`config.mk`:
```
export PLATFORM = sky130hd
export DESIGN_NAME = sensor_frame_deframer_sum_check_top
export DESIGN_NICKNAME = d
export VERILOG_FILES = /design/src/sfd_pkg.sv /design/src/sfd_apb_regs.sv /design/src/sfd_frame_fsm.sv /design/src/sfd_result_reg.sv /design/src/sensor_frame_deframer_sum_check_top.sv
export VERILOG_INCLUDE_DIRS = /design/src /design/src/src
export SDC_FILE = /design/constraint.sdc
export NUM_CORES = 1
export LEC_CHECK = 0
export ABC_AREA = 1
export CELL_PAD_IN_SITES_DETAIL_PLACEMENT = 1
export CELL_PAD_IN_SITES_GLOBAL_PLACEMENT = 1
export CORE_ASPECT_RATIO = 0.5
export CORE_MARGIN = 5
export CORE_UTILIZATION = 40
export DETAILED_ROUTE_END_ITERATION = 6
export DONT_BUFFER_PORTS = 1
export MAX_ROUTING_LAYER = met4
export PLACE_DENSITY_LB_ADDON = 0.15
export SYNTH_ARGS = -nofsm -noshare
export SYNTH_HDL_FRONTEND = slang
export SYNTH_SLANG_ARGS = --single-unit
```
`constraint.sdc`:
```
create_clock -name clk -period 5.65 [get_ports clk]
set_input_delay 0.8475 -clock clk [delete_from_list [all_inputs] [get_ports clk]]
set_output_delay 0.8475 -clock clk [all_outputs]
set_load 0.01 [all_outputs]
```
`src/sensor_frame_deframer_sum_check_top_assert.svh`:
```
// Assertion macros for the sensor frame deframer.
// Included by the top level; the macros expand to nothing under SYNTHESIS.
`ifndef SENSOR_FRAME_DEFRAMER_SUM_CHECK_TOP_ASSERT_SVH
`define SENSOR_FRAME_DEFRAMER_SUM_CHECK_TOP_ASSERT_SVH
`ifndef SYNTHESIS
`define SFD_ASSERT_SAME(lbl, ante, cons, msg) \
  lbl: assert property (@(posedge clk) disable iff (rst) (ante) |-> (cons)) \
    else $error(msg);
`define SFD_ASSERT_NEXT(lbl, ante, cons, msg) \
  lbl: assert property (@(posedge clk) disable iff (rst) (ante) |=> (cons)) \
    else $error(msg);
`else
`define SFD_ASSERT_SAME(lbl, ante, cons, msg)
`define SFD_ASSERT_NEXT(lbl, ante, cons, msg)
`endif
`endif

```
`src/sfd_pkg.sv`:
```
// Shared types and constants for the sensor frame deframer.
// No dependencies; imported by every module of the block.
package sfd_pkg;

  localparam int PAYLOAD_BYTES_DEF = 48;
  localparam int BYTE_W            = 8;
  localparam int IDX_W             = 6;
  localparam int COUNT_W           = 32;
  localparam int DATA_W            = 32;
  localparam int ADDR_W            = 3;

  // Register index, taken from the word address.
  localparam logic REG_HEADER_FIRST  = 1'b0;
  localparam logic REG_HEADER_SECOND = 1'b1;

  typedef struct packed {
    logic [BYTE_W-1:0] header_first;
    logic [BYTE_W-1:0] header_second;
  } cfg_t;

  typedef struct packed {
    logic               payload_valid;
    logic [BYTE_W-1:0]  payload_byte;
    logic [IDX_W-1:0]   payload_index;
    logic               frame_end;
    logic               frame_good;
    logic [COUNT_W-1:0] good_frames;
  } res_t;

endpackage

```
`src/sfd_apb_regs.sv`:
```
// APB-style configuration registers: the two header sync bytes.
// Depends on sfd_pkg.
module sfd_apb_regs (
  input  logic                      clk,
  input  logic                      rst,
  input  logic                      psel,
  input  logic                      penable,
  input  logic                      pwrite,
  input  logic [sfd_pkg::ADDR_W-1:0] paddr,
  input  logic [sfd_pkg::DATA_W-1:0] pwdata,
  output logic [sfd_pkg::DATA_W-1:0] prdata,
  output logic                      pready,
  output sfd_pkg::cfg_t             cfg
);
  import sfd_pkg::*;

  logic wr_en;
  logic reg_sel;

  assign pready  = 1'b1;
  assign reg_sel = paddr[2];
  assign wr_en   = psel && penable && pwrite;

  always_ff @(posedge clk) begin
    if (rst) begin
      cfg <= '0;
    end else if (wr_en) begin
      case (reg_sel)
        REG_HEADER_FIRST:  cfg.header_first  <= pwdata[BYTE_W-1:0];
        REG_HEADER_SECOND: cfg.header_second <= pwdata[BYTE_W-1:0];
        default: ;
      endcase
    end
  end

  always_comb begin
    case (reg_sel)
      REG_HEADER_FIRST:  prdata = {{(DATA_W-BYTE_W){1'b0}}, cfg.header_first};
      REG_HEADER_SECOND: prdata = {{(DATA_W-BYTE_W){1'b0}}, cfg.header_second};
      default:           prdata = '0;
    endcase
  end

endmodule

```
`src/sfd_frame_fsm.sv`:
```
// Frame state machine: header hunt, payload count, running sum and checksum.
// Depends on sfd_pkg; produces the result word for the byte now offered.
module sfd_frame_fsm #(
  parameter int PAYLOAD_BYTES = sfd_pkg::PAYLOAD_BYTES_DEF
) (
  input  logic                      clk,
  input  logic                      rst,
  input  sfd_pkg::cfg_t             cfg,
  input  logic                      step,
  input  logic [sfd_pkg::BYTE_W-1:0] rx_byte,
  output sfd_pkg::res_t             res
);
  import sfd_pkg::*;

  localparam int CNT_W = (PAYLOAD_BYTES > 1) ? $clog2(PAYLOAD_BYTES) : 1;
  localparam logic [CNT_W-1:0] LAST = CNT_W'(PAYLOAD_BYTES - 1);

  typedef enum logic [1:0] {
    PH_HUNT,
    PH_LOAD,
    PH_CHECK
  } phase_t;

  phase_t             phase, phase_next;
  logic [BYTE_W-1:0]  previous_byte;
  logic [CNT_W-1:0]   payload_count, payload_count_next;
  logic [BYTE_W-1:0]  running_sum, running_sum_next;
  logic [COUNT_W-1:0] good_frame_count, good_frame_count_next;
  logic [CNT_W+IDX_W-1:0] index_wide;

  // Only the low bits of the position reach the index field.
  assign index_wide = {{IDX_W{1'b0}}, payload_count};

  always_comb begin
    phase_next            = phase;
    payload_count_next    = payload_count;
    running_sum_next      = running_sum;
    good_frame_count_next = good_frame_count;
    res                   = '0;
    case (phase)
      PH_HUNT: begin
        if (previous_byte == cfg.header_first && rx_byte == cfg.header_second) begin
          payload_count_next = '0;
          running_sum_next   = '0;
          phase_next         = PH_LOAD;
        end
      end
      PH_LOAD: begin
        res.payload_valid = 1'b1;
        res.payload_byte  = rx_byte;
        res.payload_index = index_wide[IDX_W-1:0];
        running_sum_next  = running_sum + rx_byte;
        if (payload_count == LAST) begin
          payload_count_next = '0;
          phase_next         = PH_CHECK;
        end else begin
          payload_count_next = payload_count + 1'b1;
        end
      end
      PH_CHECK: begin
        res.frame_end = 1'b1;
        if (running_sum == rx_byte) begin
          res.frame_good        = 1'b1;
          good_frame_count_next = good_frame_count + 1'b1;
        end
        payload_count_next = '0;
        running_sum_next   = '0;
        phase_next         = PH_HUNT;
      end
      default: begin
        payload_count_next = '0;
        running_sum_next   = '0;
        phase_next         = PH_HUNT;
      end
    endcase
    res.good_frames = good_frame_count_next;
  end

  always_ff @(posedge clk) begin
    if (rst) begin
      phase            <= PH_HUNT;
      previous_byte    <= '0;
      payload_count    <= '0;
      running_sum      <= '0;
      good_frame_count <= '0;
    end else if (step) begin
      phase            <= phase_next;
      previous_byte    <= rx_byte;
      payload_count    <= payload_count_next;
      running_sum      <= running_sum_next;
      good_frame_count <= good_frame_count_next;
    end
  end

endmodule

```
`src/sfd_result_reg.sv`:
```
// Result register between the state machine and the output channel.
// Depends on sfd_pkg; a new word may enter in the cycle the old one leaves.
module sfd_result_reg (
  input  logic          clk,
  input  logic          rst,
  input  logic          load,
  input  sfd_pkg::res_t res_in,
  input  logic          out_ready,
  output logic          in_ready,
  output logic          out_valid,
  output sfd_pkg::res_t res_out
);
  import sfd_pkg::*;

  assign in_ready = !out_valid || out_ready;

  always_ff @(posedge clk) begin
    if (rst) begin
      out_valid <= 1'b0;
    end else if (load) begin
      out_valid <= 1'b1;
    end else if (out_ready) begin
      out_valid <= 1'b0;
    end
  end

  always_ff @(posedge clk) begin
    if (load) begin
      res_out <= res_in;
    end
  end

endmodule

```
`src/sensor_frame_deframer_sum_check_top.sv`:
```
// Sensor frame deframer with additive checksum: top level.
// Depends on sfd_pkg, sfd_apb_regs, sfd_frame_fsm, sfd_result_reg and the assert header.
//
// One received byte is taken per cycle while the result register can take
// it, and its result word appears on the output channel in the next cycle;
// the single combinational state machine step lies between the input and
// the result register. The byte is accepted whenever the result register
// is empty or being read in the same cycle. Header bytes are programmed at byte addresses 0 and 4.
`include "sensor_frame_deframer_sum_check_top_assert.svh"

module sensor_frame_deframer_sum_check_top #(
  parameter int PAYLOAD_BYTES = sfd_pkg::PAYLOAD_BYTES_DEF
) (
  input  logic                        clk,
  input  logic                        rst,
  input  logic                        psel,
  input  logic                        penable,
  input  logic                        pwrite,
  input  logic [sfd_pkg::ADDR_W-1:0]  paddr,
  input  logic [sfd_pkg::DATA_W-1:0]  pwdata,
  output logic [sfd_pkg::DATA_W-1:0]  prdata,
  output logic                        pready,
  input  logic                        rx_valid,
  output logic                        rx_ready,
  input  logic [sfd_pkg::BYTE_W-1:0]  rx_byte,
  output logic                        res_valid,
  input  logic                        res_ready,
  output logic                        payload_valid,
  output logic [sfd_pkg::BYTE_W-1:0]  payload_byte,
  output logic [sfd_pkg::IDX_W-1:0]   payload_index,
  output logic                        frame_end,
  output logic                        frame_good,
  output logic [sfd_pkg::COUNT_W-1:0] good_frames
);
  import sfd_pkg::*;

  cfg_t cfg;
  res_t res_comb;
  res_t res_q;
  logic accept;

  assign accept = rx_valid && rx_ready;

  sfd_apb_regs u_regs (
    .clk     (clk),
    .rst     (rst),
    .psel    (psel),
    .penable (penable),
    .pwrite  (pwrite),
    .paddr   (paddr),
    .pwdata  (pwdata),
    .prdata  (prdata),
    .pready  (pready),
    .cfg     (cfg)
  );

  sfd_frame_fsm #(
    .PAYLOAD_BYTES (PAYLOAD_BYTES)
  ) u_fsm (
    .clk     (clk),
    .rst     (rst),
    .cfg     (cfg),
    .step    (accept),
    .rx_byte (rx_byte),
    .res     (res_comb)
  );

  sfd_result_reg u_res (
    .clk       (clk),
    .rst       (rst),
    .load      (accept),
    .res_in    (res_comb),
    .out_ready (res_ready),
    .in_ready  (rx_ready),
    .out_valid (res_valid),
    .res_out   (res_q)
  );

  assign payload_valid = res_q.payload_valid;
  assign payload_byte  = res_q.payload_byte;
  assign payload_index = res_q.payload_index;
  assign frame_end     = res_q.frame_end;
  assign frame_good    = res_q.frame_good;
  assign good_frames   = res_q.good_frames;

  `SFD_ASSERT_NEXT(a_accept_gives_word, accept, res_valid, "accepted byte produced no word")
  `SFD_ASSERT_SAME(a_good_needs_end, res_valid && frame_good, frame_end, "good frame without frame end")
  `SFD_ASSERT_SAME(a_payload_not_end, res_valid && payload_valid, !frame_end, "payload word marked as frame end")
  `SFD_ASSERT_SAME(a_idle_fields_zero, res_valid && !payload_valid, payload_byte == 0 && payload_index == 0, "non-payload word carries payload data")

endmodule
```
### Word-level counts from Yosys, hierarchy flattened

Cells that the tools add are included.
Widths: inputs -> output; s select.

| cells by class | value |
|---|---|
| eq/ne operators | 8 |
| add/sub/neg operators | 3 |
| $lt $le $gt $ge | 0 |
| reductions and logical operators | 12 |
| multiplexer cells | 16 |
| div/mod/pow operators | 0 |
| shift operators | 0 |
| multipliers | 0 |
| bitwise gates (word level) | 1 |

Operator list:

| kind | number |
|---|---|
| $mux 32 | 2 |
| $pmux 32 s2 | 1 |
| $add 32x1->32 const B | 1 |
| $eq 8x8->1 | 3 |
| $pmux 8 s2 | 1 |
| $mux 15 | 1 |
| $mux 6 | 2 |
| $pmux 6 s2 | 1 |
| $add 8x8->8 | 1 |
| $mux 8 | 1 |
| $add 6x1->6 const B | 1 |
| $eq 6x6->1 const B | 1 |
| $mux 2 | 3 |
| $reduce_and 2->1 | 3 |
| $logic_and 1x1->1 | 4 |
| $ne 2x1->1 const B | 2 |
| $pmux 2 s2 | 1 |
| $mux 1 | 3 |
| $reduce_and 3->1 | 1 |
| $eq 2x1->1 const B | 1 |
| $eq 2x2->1 const B | 1 |
| $logic_not 2->1 | 1 |
| $reduce_bool 2->1 | 1 |
| $logic_not 1->1 | 1 |
| 2 further kinds | 2 |

| storage, ports and cells | value |
|---|---|
| bits in latches | 0 |
| memory bits (writable) | 0 |
| memory bits (read-only) | 0 |
| flip-flop bits (word level) | 122 |
| word-level logic and storage cells | 54 |
| bits of input ports | 50 |
| memories kept | 0 |

### Logic depth before layout (Yosys ltp)

Gate-level depths: netlist of run 1.

| logic depth | value |
|---|---|
| depth in word-level cells | 4 |
| mapped depth | 13 |

### Modules after synthesis

Synthesis of run 1 repeated with hierarchy kept, for this count alone.

| unflattened totals | value |
|---|---|
| cell total of the unflattened synthesis | 885 |
| area total of the unflattened synthesis | 6542.5 µm² |

By module, submodules not included:

| module | area each (µm²) | cells an instance | instances | seq. area each (µm²) |
|---|---|---|---|---|
| sfd_frame_fsm | 4031.4 | 677 | 1 | 1121.1 |
| sfd_result_reg | 1514.0 | 54 | 1 | 1491.4 |
| sfd_apb_regs | 989.7 | 152 | 1 | 320.3 |
| sensor_frame_deframer_sum_check_top | 7.5 | 2 | 1 | 0.0 |

### Worst setup path before layout of run 1

No wires, ideal clock.

| path | value |
|---|---|
| path type | input-to-reg |
| start point | input res_ready |
| end point | register u_res.res_out[0] (netlist bit), enable pin |
| arrival | 2.061 ns |
| cell stages on the path | 6 |
| setup slack | 3.201 ns |
| library setup time | 0.388 ns |
| data required time | 5.262 ns |
| path through | inv_1 > nand2_1 > nand2_1 > inv_1 > buf_2 > buf_2 |

| between the ends | value |
|---|---|
| longest elaborated chain between the ends | 2 |

Ends and longest elaborated chain:

| what | RTL line | RTL |
|---|---|---|
| start, declared | sensor_frame_deframer_sum_check_top.sv:27 | `input logic res_ready,` |
| $logic_or 1x1->1 | sfd_result_reg.sv:15 | `assign in_ready = !out_valid \|\| out_ready;` |
| named net rx_ready | sensor_frame_deframer_sum_check_top.sv:24 | `output logic rx_ready,` |
| $logic_and 1x1->1 | sensor_frame_deframer_sum_check_top.sv:42 | `assign accept = rx_valid && rx_ready;` |
| named net accept | sensor_frame_deframer_sum_check_top.sv:40 | `logic accept;` |
| end signal, assigned | sfd_result_reg.sv:29 | `res_out <= res_in;` |
| end, declared | sfd_result_reg.sv:11 | `output sfd_pkg::res_t res_out` |

The timed path passes the listed nets, and every way through them passes these cells.
A chain may end at the register's enable or synchronous reset.

### Worst setup path in the final report of run 1

| path | value |
|---|---|
| start point | input res_ready |
| end point | register u_fsm.payload_count[1] |

| between the ends | value |
|---|---|
| longest elaborated chain between the ends | 3 |

Ends and longest elaborated chain:

| what | RTL line | RTL |
|---|---|---|
| $logic_or 1x1->1 | sfd_result_reg.sv:15 |  |
| named net rx_ready | sensor_frame_deframer_sum_check_top.sv:24 |  |
| $logic_and 1x1->1 | sensor_frame_deframer_sum_check_top.sv:42 |  |
| $reduce_and 2->1 (no source line) | n/a |  |
| end signal, assigned | sfd_frame_fsm.sv:89 | `payload_count <= payload_count_next;` |
| end, declared | sfd_frame_fsm.sv:26 | `logic [CNT_W-1:0] payload_count, payload_count_next;` |

The timed path passes the listed nets, and every way through them passes these cells.

==> reports/results.ini, run 1 <==
[global_routing]
grtUsageTotal_pct=19.68
grt_max_degree=52
grt_pass1_vias=5551
antenna_found_initial=0
grt_remaining_overflow=0
grt_pass1_wl_um=28980

[timing]
slew_headroom_pct=41.48
layout_min_cycle_time_ps=2546
worst_slew_pin_slew_ps=876.8
fmax_ghz=0.3928
hold_viol=0
finalCritPeriodShare_pct=45.06
setup_tns_ps=0
drv_slew=0
skew_ps=14.63
setup_viol=0
rsz0062_at_grt=false

[critical_path]
r2r-end=u_fsm.payload_count[1]
worstPathRequired_ps=5960
path_cells=inv_1 -> nand2_1 -> nand2_1 -> clkinv_2 -> nand2_2 -> inv_1 -> nor2_1 -> nor2_1
r2r-start=u_res.out_valid
cp-end-kind=flop
path_delay_family=simple AND/OR/NAND/NOR gates
r2r_cells=7
path_max_fanout=40
critPathKind=in2reg
startpoint_type=primary input
crit_buf_inv=3
rrSetupSlack_ps=3150
max_stage_delay_ps=620
slowest_stage=clkinv_2
arrival_ps=2850

[drt]
vias_per_cell=4.858
vias=5431
ant_nets=0
first_pass_iters=4
wire_per_inst_um=15.96
drtIter0Drc=206
totalWireLength_um=17840
drc=0

[cells_and_area]
final_cells=1118
final_common_cell=nand2_1
drive_gt1_share_pct=8.642
final_cell_mix=nand2_1 (209), inv_1 (145), nor2_1 (85)
nNetsFinal=938
antenna_cells=0
syn2layout_area_growth_pct=10.23

[die]
die_w_um=191.0
die_area_sq_um=19200
std_cell_rows=33
die_y_um=100.5
io_pins=134
coreArea_sq_um=16230
start_util_pct=40.39

[synthesis]
synth_top_area_share_pct=22.45
ys_warn_count=0
postSynth.asyncResetShare_pct=0
synth_cells=885
synth_cell_type_count=40
yosysSeqAreaShare_pct=44.75
netlist_top_cells_area=edfxtp_1 (22%), dfxtp_1 (22%), nand2_1 (12%)
synth-edff-count=49
synth-seq-cells=122
synth-main-ff-cell=dfxtp_1
netlist_area_sq_um=6554
synth.largest_area_cell=edfxtp_1
syn_area_per_cell_sq_um=7.405

[power]
power_density_nw_per_um2=317.4
cellInternalPower_mw=1.688
vdd_drop_max_uv=211.2
switching_share_pct=26.38
clkPwrFrac_pct=47.7
sequentialPowerShare_pct=44.7
p_leak_nw=3.163
switchingPower_uw=605.0
p_comb_share_pct=7.6

[placement]
portBuffers=0
dp_hpwl_um=12540
dp_cells=1086
gp_congestion=0.8011

[clocking]
htreeDepth=4
clkSinkCount=122
clk_pin_slew_worst_paths_ps=50
clk_latency_ps=430
cts.root.buffer_cell=clkbuf_16
numCtsBuffers=17
cts_max_path_buffers=2
cts_tree=built
cts_setup_buffers=0
cts_resized=0
hold_buffers=0

[job]
maxCapViolations=0

[hold_path]
worstHoldPathType=reg2reg
hp-start=u_fsm.payload_count[3]
min_path_cells=2
min_to=u_fsm.payload_count[3]

[status]
status=finished clean

## cell families (layout without fill, tap and decap cells)
kind of cell / after synthesis / after routing / share of synthesized area (%)
AND/OR/NAND/NOR: 397 / 397 / 26.88
buffers and inverters: 202 / 185 / 13.38
AO/OA/AOI/OAI: 140 / 140 / 11.02
flip-flops: 122 / 122 / 44.75
XOR/XNOR: 12 / 12 / 1.833
adder cells (fa/ha/maj): 10 / 10 / 2.024
other: 2 / 25 / 0.1146
## sequential cells by signal, summed over array words and instances, names as in the netlist
name,flops
u_fsm.good_frame_count,32
u_fsm.previous_byte,8
u_res.out_valid,1
u_fsm.phase,2
u_res.res_out,49
u_fsm.running_sum,8
u_fsm.payload_count,6
u_regs.cfg,16
## through the flow
| stage | hold WS [ps] | setup WS [ps] | utilization [%] | total power, mW | cell area [sq um] |
|---|---|---|---|---|---|
| finish | 460.0 | 3104 | 44.52 | 2.293 | 7224 |
| global route | 474.5 | 2854 | 44.52 | 2.403 | 7224 |
| CTS | 465.7 | 3030 | 44.52 | 2.320 | 7224 |
| detailed placement | 456.9 | 2609 | 40.89 | 1.218 | 6635 |
| global placement | 444.1 | 2692 | 40.89 | 1.209 | 6635 |
| floorplan | 440.1 | 3201 | - | 1.183 | 6640 |
## power groups by stage
stage / Sequential [mW] / Combinational (mW) / Clock (mW)
after floorplan: 1.03 / 0.153 / 0
after global placement: 1.04 / 0.167 / 0
after detailed placement: 1.04 / 0.175 / 0
after CTS: 1.02 / 0.177 / 1.12
after global routing: 1.03 / 0.203 / 1.17
final: 1.02 / 0.175 / 1.09
## worst register-to-register path, cell delays in order (launching register included)
cell	delay [ps]
dfxtp_1	380
nand2_1	150
nand2_1	280
clkinv_2	620
nand2_2	570
inv_1	200
nor2_1	130
nor2_1	50
## synthesized netlist by cell type (9+ instances only)
cell type    n
inv_1      146
xor2_1       9
clkbuf_1    16
nor2_1      85
buf_4       25
nand2_1    209
nor2_2       9
o21ai_0     57
nand4_1     11
edfxtp_1    49
ha_1         9
dfxtp_1     73
nand3_1     48
o21ai_1     10
a21oi_1     66
nand2_2      9
## routing by layer
metal,vias up,track usage (%),part of all wire (%)
met4,0,4.468,0.75
li1,2738,-,-
met1,2583,25.36,49
met3,11,4.464,4.3
met5,-,-,0
met2,99,32.04,46
## worst max-delay path by stage
stage / start / to / slack, ps / depth (start not counted)
finish: res_ready / u_fsm.payload_count[1] / 3100 / 8
global route: res_ready / u_fsm.payload_count[1] / 2850 / 8
CTS: res_ready / u_fsm.payload_count[1] / 3030 / 8
detailed placement: res_ready / u_fsm.payload_count[1] / 2610 / 8
global placement: res_ready / u_fsm.payload_count[1] / 2690 / 8
floorplan: res_ready / u_res.res_out[0] / 3200 / 6
## cell type report
cell class	instances	area [sq um]
clock buffers	19	442.9
clock inverters	13	146.4
fillers	2037	9002
inverters	150	565.5
multi-input cells	584	2830
flip-flops and latches	122	2933
well taps	227	284.0
repair buffers	3	22.52
Note: power is estimated with default switching activity, not from simulation.
==> inputs of run 2 (changes only) <==
clock period = 2.3 ns   (was 5.65 ns; I/O delays follow)
==> run 2 against run 1 <==
Flip-flop and latch count unchanged. Register-to-register slack got worse by 2900 ps. Via count grew 1.1%. Setup slack worse by 2900 ps. Utilization increased by 0.56 points. Highest routed layer unchanged. Largest cell class unchanged. Die area is the same.
==> reports/results.ini, run 2 (same netlist as run 1, synthesis figures left out) <==
[timing]
worst_slack_ps=215.2
skew_ps=10.86
slew_headroom_pct=42.68
setup_viol=0
worst_slew_pin_slew_ps=858.8
rsz0062_at_grt=false
setup_tns_ps=0
layout_min_cycle_time_ps=2085
hold_viol=0
drv_slew=0
finalCritPeriodShare_pct=90.64
fmax_ghz=0.4797

[placement]
dp_cells=1094
preCtsSetupSlack_ps=166.1
placed_area_sq_um=6708
gp_congestion=0.8270
portBuffers=0
dp_hpwl_um=12290

[global_routing]
grtUsageTotal_pct=20.14
grt_remaining_overflow=0
grt_max_degree=60
grt_pass1_vias=5807
antenna_found_initial=0
grt_pass1_wl_um=29780

[cells_and_area]
largest_reg_flops=49
final_cells=1128
syn2layout_area_growth_pct=11.63
drive_gt1_share_pct=9.101
largest_registers=u_res.res_out x49, u_fsm.good_frame_count x32, u_regs.cfg x16
design_area_sq_um=7316
top_register=u_res.res_out
final_cell_mix=nand2_1 (209), inv_1 (145), nor2_1 (85)
nNetsFinal=948
final_common_cell=nand2_1
antenna_cells=0

[power]
p_leak_nw=3.227
p_comb_share_pct=8.0
power_density_nw_per_um2=767.8
cellInternalPower_mw=4.186
switching_share_pct=25.47
finalPower_mw=5.617
vdd_drop_max_uv=537.7
sequentialPowerShare_pct=44.8
switchingPower_mw=1.431
clkPwrFrac_pct=47.2

[drt]
first_pass_iters=4
drc=0
vias_per_cell=4.867
wire_per_inst_um=15.89
totalWireLength_um=17930
ant_nets=0
drtIter0Drc=299
vias=5490

[clocking]
clk_latency_ps=420
clkSinkCount=122
cts_max_path_buffers=2
cts_tree=built
numCtsBuffers=17
cts_setup_buffers=0
clk_pin_slew_worst_paths_ps=60
cts.root.buffer_cell=clkbuf_16
htreeDepth=4

[critical_path]
startpoint_type=flop
arrival_ps=2390
critPathKind=reg2reg
cp-end-kind=flop
worst_path_most_repeated_cell=nand2_1
path_cells=ha_1 -> nor2_1 -> nand2_1 -> nor2_4 -> nand3_4 -> clkinv_2 -> nand2_1 -> nand2_1 -> nand2_1 -> o21ai_1 -> inv_1
slowest_stage=dfxtp_1
path_max_fanout=13
worstPathRequired_ps=2610
max_stage_delay_ps=320

[die]
std_cell_rows=33
coreArea_sq_um=16230
die_y_um=100.5
start_util_pct=40.39
die_w_um=191.0
io_pins=134
die_area_sq_um=19200

[hold_path]
worstHoldPathType=in2reg

[job]
maxCapViolations=0

[status]
status=finished clean

[run 2: cell types whose count changed in the layout (fill, tap and decap cells not counted), sizes merged]
cell / change
buf: +8
clkbuf: +8
clkinvlp: -3
bufinv: -2
dlygate4sd3: +2
inv: -2
clkinv: -1
[run 2: power groups by stage]
stage | combinational (mW) | sequential, mW | clock, mW
2_1_floorplan | 0.376 | 2.53 | 0
3_3_place_gp | 0.426 | 2.56 | 0
3_5_place_dp | 0.443 | 2.56 | 0
4_1_cts | 0.452 | 2.52 | 2.71
5_1_grt | 0.520 | 2.53 | 2.83
6_report | 0.449 | 2.52 | 2.65
[run 2: repair_timing]
action	CTS	global route
gates resized for setup	0	1
endpoints found under the setup margin	0	1
hold endpoints to repair	5	0
hold buffers	2	0
[run 2: worst max-delay path, delay by kind of cell (launching register included)]
family / cells / cell delay [ps]
adders and majority gates: 1 / 300
and+or+nand+nor: 7 / 860
DFF: 1 / 320
AOI/OAI and AO/OA: 1 / 150
buffers and inverters: 2 / 330
[run 2: final cells by class]
class                      instances  area, sq um
fill                            2040         8911
sequential                       122         2933
multi-input combinational        584         2830
inverter                         150        566.8
clock buffer                      27        556.8
tap                              227        284.0
timing repair buffer              13        115.1
clock inverter                     5        30.03
[run 2: path summary, 6_finish.rpt]
kind	cells after the start	endpoint	slack, ps	from
max	11	u_fsm.good_frame_count[19]	220	u_fsm.running_sum[6]
min	3	u_fsm.good_frame_count[29]	90	rst
max reg2reg	11	u_fsm.good_frame_count[19]	220	u_fsm.running_sum[6]
min reg2reg	2	u_fsm.running_sum[0]	470	u_fsm.running_sum[0]
[run 2: per-layer routing]
layer | GRT usage, % | up-vias | part of all wire [%]
li1 | - | 2747 | -
met1 | 25.93 | 2631 | 50
met2 | 32.56 | 100 | 45
met3 | 5.156 | 12 | 4.1
met4 | 4.137 | 0 | 0.74
met5 | - | - | 0
[run 2: metrics by stage]
step                      util [%]  hold WS (ps)
after detailed placement     41.34         420.6
after global routing         45.08         70.08
final                        45.08         85.85
after CTS                    45.08         65.97
after global placement       41.34         417.0
after floorplan                  -         440.1
